## config.mk

```make
export PLATFORM = sky130hd
export DESIGN_NAME = pce_ctrl
export DESIGN_NICKNAME = d
export VERILOG_FILES = /design/src/rtl/pce_pkg.sv /design/src/rtl/pce_ctrl.sv
export VERILOG_INCLUDE_DIRS = /design/src /design/src/rtl
export SDC_FILE = /design/constraint.sdc
export NUM_CORES = 1
export LEC_CHECK = 0
export BUFFER_PORTS_ARGS = -buffer_cell sky130_fd_sc_hd__buf_2
export CAP_MARGIN = 40
export CORE_MARGIN = 2
export CORE_UTILIZATION = 25
export DETAILED_ROUTE_END_ITERATION = 7
export PLACE_DENSITY = 0.41
export SLEW_MARGIN = 20
export SYNTH_ARGS = -nofsm -noshare
export SYNTH_HDL_FRONTEND = slang
export SYNTH_SLANG_ARGS = --single-unit
```

## constraint.sdc

```tcl
create_clock -name clock -period 1.7 [get_ports clock]
set_clock_uncertainty 0.1 [all_clocks]
set_input_delay 0.255 -clock clock [delete_from_list [all_inputs] [get_ports clock]]
set_output_delay 0.255 -clock clock [all_outputs]
set_load 0.01 [all_outputs]
```

## src/rtl/pearson_correlation_engine_assert.svh

```systemverilog
// Assertion macros shared by the correlation engine RTL.
// Define NO_ASSERTIONS to compile them out; no other dependencies.
`ifndef PEARSON_CORRELATION_ENGINE_ASSERT_SVH
`define PEARSON_CORRELATION_ENGINE_ASSERT_SVH
`ifndef NO_ASSERTIONS
`define ASSERT_IMPLY(label, clk, rst, ante, cons) \
   label: assert property (@(posedge clk) disable iff (rst) (ante) |-> (cons)) \
      else $error("assertion failed");
`define ASSERT_NEXT(label, clk, rst, ante, cons) \
   label: assert property (@(posedge clk) disable iff (rst) (ante) |=> (cons)) \
      else $error("assertion failed");
`else
`define ASSERT_IMPLY(label, clk, rst, ante, cons)
`define ASSERT_NEXT(label, clk, rst, ante, cons)
`endif
`endif

```

## src/rtl/pce_pkg.sv

```systemverilog
// Shared types, widths and operation codes of the correlation engine.
// No dependencies.
package pce_pkg;

   localparam int SAMPLE_BITS = 16;
   localparam int MAX_SAMPLES = 4096;
   localparam int FIELD_W     = 16;
   localparam int CNT_W       = $clog2(MAX_SAMPLES + 1);
   localparam int SUM_W       = SAMPLE_BITS + CNT_W;
   localparam int SQ_W        = 2 * SAMPLE_BITS - 2 + CNT_W;
   localparam int XY_W        = SQ_W + 1;
   localparam int MAG_W       = CNT_W + SQ_W;
   localparam int HOLD_W      = MAG_W + 2;
   localparam int WIDE_W      = 2 * MAG_W;
   localparam int CHUNK_W     = 14;
   localparam int CHUNKS      = (MAG_W + CHUNK_W - 1) / CHUNK_W;
   localparam int STEP_W      = $clog2(CHUNKS);
   localparam int K_W         = FIELD_W;
   localparam int BIT_CNT_W   = $clog2(K_W);
   localparam int SRCH_W      = WIDE_W + 2 * K_W + 4;

   localparam logic [2:0] OP_N_SXY  = 3'd0;
   localparam logic [2:0] OP_SX_SY  = 3'd1;
   localparam logic [2:0] OP_N_SXX  = 3'd2;
   localparam logic [2:0] OP_SX_SX  = 3'd3;
   localparam logic [2:0] OP_N_SYY  = 3'd4;
   localparam logic [2:0] OP_SY_SY  = 3'd5;
   localparam logic [2:0] OP_DX_DY  = 3'd6;
   localparam logic [2:0] OP_NUM_SQ = 3'd7;

   typedef struct packed {
      logic signed [FIELD_W-1:0] x_sample;
      logic signed [FIELD_W-1:0] y_sample;
      logic                      last;
   } pce_req_type;

   typedef struct packed {
      logic signed [FIELD_W-1:0] coefficient;
      logic                      degenerate;
      logic                      overflowed;
   } pce_rsp_type;

   typedef struct packed {
      logic       acc_en;
      logic       cos_load;
      logic       mul_start;
      logic [2:0] mul_op;
      logic       srch_init;
      logic       srch_sum;
      logic       srch_cmp;
      logic       out_load;
   } pce_cmd_type;

   typedef struct packed {
      logic mul_done;
      logic degen;
   } pce_sts_type;

   function automatic logic signed [SAMPLE_BITS-1:0] trim_sample(logic [FIELD_W-1:0] v);
      return v[SAMPLE_BITS-1:0];
   endfunction

endpackage

```

## src/rtl/pce_ctrl.sv

```systemverilog
// Controller: sequences accumulation, the product list, root search and output.
// Depends on pce_pkg and pearson_correlation_engine_assert.svh.
`include "pearson_correlation_engine_assert.svh"
module pce_ctrl
   import pce_pkg::*;
(
   input  logic        clock,
   input  logic        reset,
   input  logic        req_valid,
   input  logic        req_last,
   output logic        req_stall,
   output logic        rsp_valid,
   input  logic        rsp_stall,
   input  logic        mode,
   output pce_cmd_type cmd,
   input  pce_sts_type sts
);

   localparam logic [3:0] ST_IDLE      = 4'd0;
   localparam logic [3:0] ST_LOAD      = 4'd1;
   localparam logic [3:0] ST_MUL_GO    = 4'd2;
   localparam logic [3:0] ST_MUL_WAIT  = 4'd3;
   localparam logic [3:0] ST_CHECK     = 4'd4;
   localparam logic [3:0] ST_SRCH_INIT = 4'd5;
   localparam logic [3:0] ST_SRCH_SUM  = 4'd6;
   localparam logic [3:0] ST_SRCH_CMP  = 4'd7;
   localparam logic [3:0] ST_FINISH    = 4'd8;

   logic [3:0]           state_ff, state_in;
   logic [2:0]           op_ff, op_in, op_next;
   logic [BIT_CNT_W-1:0] bit_ff, bit_in;
   logic                 rsp_valid_ff, rsp_valid_in;
   logic                 accept;
   logic [6:0]           cmd_pulse;

   assign req_stall = state_ff != ST_IDLE;
   assign accept    = req_valid && !req_stall;

   always_comb begin
      case (op_ff)
         OP_N_SXY: op_next = OP_SX_SY;
         OP_SX_SY: op_next = OP_N_SXX;
         OP_N_SXX: op_next = OP_SX_SX;
         OP_SX_SX: op_next = OP_N_SYY;
         OP_N_SYY: op_next = OP_SY_SY;
         OP_DX_DY: op_next = OP_NUM_SQ;
         default:  op_next = OP_N_SXY;
      endcase
   end

   always_comb begin
      cmd          = '0;
      cmd.mul_op   = op_ff;
      state_in     = state_ff;
      op_in        = op_ff;
      bit_in       = bit_ff;
      rsp_valid_in = rsp_valid_ff && rsp_stall;
      case (state_ff)
         ST_IDLE: begin
            if (accept) begin
               cmd.acc_en = 1'b1;
               if (req_last) begin
                  state_in = ST_LOAD;
               end
            end
         end
         ST_LOAD: begin
            if (mode) begin
               cmd.cos_load = 1'b1;
               state_in     = ST_CHECK;
            end else begin
               op_in    = OP_N_SXY;
               state_in = ST_MUL_GO;
            end
         end
         ST_MUL_GO: begin
            cmd.mul_start = 1'b1;
            state_in      = ST_MUL_WAIT;
         end
         ST_MUL_WAIT: begin
            if (sts.mul_done) begin
               if (op_ff == OP_SY_SY) begin
                  state_in = ST_CHECK;
               end else if (op_ff == OP_NUM_SQ) begin
                  state_in = ST_SRCH_INIT;
               end else begin
                  op_in    = op_next;
                  state_in = ST_MUL_GO;
               end
            end
         end
         ST_CHECK: begin
            if (sts.degen) begin
               state_in = ST_FINISH;
            end else begin
               op_in    = OP_DX_DY;
               state_in = ST_MUL_GO;
            end
         end
         ST_SRCH_INIT: begin
            cmd.srch_init = 1'b1;
            bit_in        = '0;
            state_in      = ST_SRCH_SUM;
         end
         ST_SRCH_SUM: begin
            cmd.srch_sum = 1'b1;
            state_in     = ST_SRCH_CMP;
         end
         ST_SRCH_CMP: begin
            cmd.srch_cmp = 1'b1;
            if (bit_ff == BIT_CNT_W'(K_W - 1)) begin
               state_in = ST_FINISH;
            end else begin
               bit_in   = bit_ff + BIT_CNT_W'(1);
               state_in = ST_SRCH_SUM;
            end
         end
         ST_FINISH: begin
            if (!rsp_valid_ff || !rsp_stall) begin
               cmd.out_load = 1'b1;
               rsp_valid_in = 1'b1;
               state_in     = ST_IDLE;
            end
         end
         default: begin
            state_in = ST_IDLE;
         end
      endcase
   end

   always_ff @(posedge clock) begin
      if (reset) begin
         state_ff     <= ST_IDLE;
         op_ff        <= OP_N_SXY;
         bit_ff       <= '0;
         rsp_valid_ff <= 1'b0;
      end else begin
         state_ff     <= state_in;
         op_ff        <= op_in;
         bit_ff       <= bit_in;
         rsp_valid_ff <= rsp_valid_in;
      end
   end

   assign rsp_valid = rsp_valid_ff;

   assign cmd_pulse = {cmd.acc_en, cmd.cos_load, cmd.mul_start, cmd.srch_init,
                       cmd.srch_sum, cmd.srch_cmp, cmd.out_load};

   `ASSERT_NEXT(a_last_starts_work, clock, reset, accept && req_last, state_ff == ST_LOAD)
   `ASSERT_IMPLY(a_out_reg_free, clock, reset, cmd.out_load, !rsp_valid_ff || !rsp_stall)
   `ASSERT_IMPLY(a_one_action, clock, reset, 1'b1, $onehot0(cmd_pulse))
   `ASSERT_NEXT(a_load_shows_item, clock, reset, cmd.out_load, rsp_valid_ff)

endmodule
```

==> results.json <==
{
  "rr_worst_depth": 7,
  "path_clk_slew_ns": 0.08,
  "n_fill_cell": 324,
  "drtIter0Drc": 30,
  "clock_sinks": 12,
  "wl_per_cell_um": 13.15,
  "num_vias": 839,
  "cpLargestDelayFamily": "flip-flops",
  "hold_buffers": 0,
  "core_um2": 3078,
  "dpl.cell_count": 164,
  "fin_crit_ns": 1.644,
  "drtAntennaViolNets": 0,
  "crit_buf_inv": 2,
  "cts_tree": "done",
  "grt_first_pass_wirelength_um": 3698,
  "place_area_um2": 975.9,
  "gp_congestion": 0.7217,
  "die_area_um2": 3736,
  "drive_gt1_share_pct": 36.51,
  "io_buffers": 19,
  "row_count": 20,
  "cap_violations": 0,
  "vdd_drop_max_mv": 0.3607,
  "p_leak_nw": 0.4353,
  "crit_path_cell_trace": "and4b_1 > buf_6 > buf_2",
  "syn_avg_cell_area_um2": 8.158,
  "initial_core_util_pct": 26.50,
  "grtUsageMet1_pct": 18.90,
  "path_class": "reg2out",
  "dieHeight_um": 61.13,
  "final_cells": 170,
  "cp_data_arrival_time_ns": 1.29,
  "critical-path-max-stage-delay_ns": 0.48,
  "cp.depth": 3,
  "grt_usage_pct": 13.69,
  "max_freq_mhz": 608.4,
  "setup_ws_ns": 0.05629,
  "yosys_warnings": 0,
  "gr-usage-met2_pct": 21.28,
  "drt_wl_total_um": 2236,
  "area_growth_pct": 30.67,
  "synth_cell_types": 41,
  "finalNetCount": 136,
  "synthCells": 100,
  "slowest_stage": "dfxtp_2",
  "cp-start-kind": "flop",
  "slew_viol_final": 0,
  "final_cell_area_um2": 1066,
  "firstDrtPassIters": 4,
  "holdPathStages": 3,
  "dp_worst_setup_slack_ns": -0.03400,
  "hold_viol_final": 0,
  "synth_fp_nets": 109,
  "hold_path_class": "in2reg",
  "via_per_inst": 4.935,
  "power_w": 0.0006368,
  "path_max_fanout": 12,
  "rsz0062_at_grt": "true",
  "end_kind": "output port",
  "overflow": 0,
  "grt_pass1_vias": 785,
  "powerDensity_nw_per_um2": 597.3,
  "clockBufferDepth": 2,
  "die_w_um": 61.13,
  "cp.required_ns": 1.34,
  "synth_seq_area_share_pct": 29.45,
  "fin_crit_sh_pct": 96.69,
  "grt_max_degree": 18,
  "place_hpwl_um": 1678,
  "synth_area_um2": 815.8,
  "cts_max_level": 1,
  "insertion_delay_ns": 0.27,
  "antenna_found_initial": 0,
  "ys_seq_elements": 12,
  "numCtsBuffers": 3,
  "grt_busiest_layer": "met2",
  "tightest_slew_ns": 0.3023,
  "io-pin-count": 20,
  "slew_headroom_pct": 79.57,
  "grt_use_met3_pct": 1.471,
  "n_antenna_cell": 0,
  "cts-root-buf": "clkbuf_4",
  "outcome": "finished, final reports clean",
  "drcViolationCount": 0,
  "setup_viol": 0
}
-- tightest hold or removal path, stage by stage --
cell and delay, ns:
buf_2 0.10, nand2_1 0.06, a21oi_1 0.06
-- cell families after synthesis --
logic type	share of synthesized area, %
AO/OA/AOI/OAI	26.08
adder cells (fa/ha/maj)	1.533
buffers and inverters	5.673
flip-flops	29.45
AND/OR/NAND/NOR	37.27
-- stage by stage --
step,hold WS [ns],TNS (ns),utilization (%)
after global placement,0.3672,-0.05471,31.71
after detailed placement,0.3764,-0.03400,31.71
after global routing,0.1702,-0.01197,34.63
after floorplan,0.3060,0,-
after CTS,0.1401,-0.03886,33.13
final,0.1577,0,34.63
-- power breakdown --
part           total, W  internal, W  switching (W)
Sequential     0.000296     0.000285      0.0000105
Clock          0.000227     0.000130      0.0000971
Combinational  0.000114    0.0000535      0.0000600
Total          0.000637     0.000469       0.000168
-- area by class of cell --
cell class | instances | area, µm² | area share (%)
clock buffers | 4 | 36.28 | 3.404
inverters | 1 | 3.754 | 0.3521
multi-input cells | 81 | 546.8 | 51.29
flip-flops and latches | 12 | 250.2 | 23.47
well taps | 44 | 55.05 | 5.164
repair buffers | 28 | 173.9 | 16.31
-- registers in the layout, summed over array words and instances (netlist names) --
name       flops
bit_ff         4
rsp_valid      1
op_ff          3
state_ff       4
-- cell usage after synthesis, drive strengths merged --
cell type | number | share of area [%]
buf | 5 | 4.8
a211o | 2 | 2.1
nor3b | 2 | 1.8
o221ai | 1 | 1.1
dfxtp | 12 | 29
and3 | 2 | 1.5
nand4 | 1 | 0.77
or4bb | 2 | 2.8
a311oi | 2 | 2.1
inv | 1 | 0.46
and4bb | 2 | 3.5
nor2b | 2 | 1.8
nand2 | 9 | 4.1
a31oi | 5 | 4.6
and4b | 2 | 2.5
a32oi | 1 | 1.1
clkbuf | 1 | 0.46
or3 | 3 | 2.3
nand3 | 2 | 1.2
o21ai | 5 | 3.1
a21o | 1 | 0.92
a21boi | 1 | 0.92
nor4b | 1 | 1.1
and2 | 1 | 0.77
o31ai | 1 | 0.92
nor3 | 4 | 2.5
or2 | 3 | 2.3
nand3b | 2 | 1.8
a31o | 1 | 1.1
nand2b | 6 | 4.6
nor2 | 4 | 1.8
a21oi | 11 | 7.2
ha | 1 | 1.5
o211ai | 1 | 0.92
-- layout by cell type (no fill, tap or decap), types with 4 or more instances in the layout --
master    netlist  routed
a31oi_1         4       4
nor3_1          4       4
o21ai_0         5       5
dfxtp_1        12       8
a21oi_1        10      10
buf_2           1      19
nand2_1         9       9
buf_4           3       6
nand2b_1        6       6
-- timing repair --
action | in CTS | in global routing
pin swaps | 0 | 0
setup endpoints to repair | 9 | 6
buffers inserted | 0 | 2
resized for setup | 5 | 8
-- path summary, 6_finish.rpt --
path	start	end	slack, ns
setup reg to reg	state_ff[0]$_SDFFE_PP0P_	state_ff[1]$_SDFFE_PP0P_	0.06
setup / recovery	state_ff[2]$_SDFFE_PP0P_	cmd[1]	0.06
hold reg to reg	bit_ff[1]$_SDFFE_PP0P_	bit_ff[1]$_SDFFE_PP0P_	0.39
hold / removal	rsp_stall	rsp_valid$_SDFF_PP0_	0.16
-- routing by layer --
layer  wire length (µm)  vias up
met4                 19        0
li1                   -      431
met5                  0        -
met1               1116      391
met3                 71        2
met2               1028       15
No activity file was read; power rests on OpenSTA's default activity.
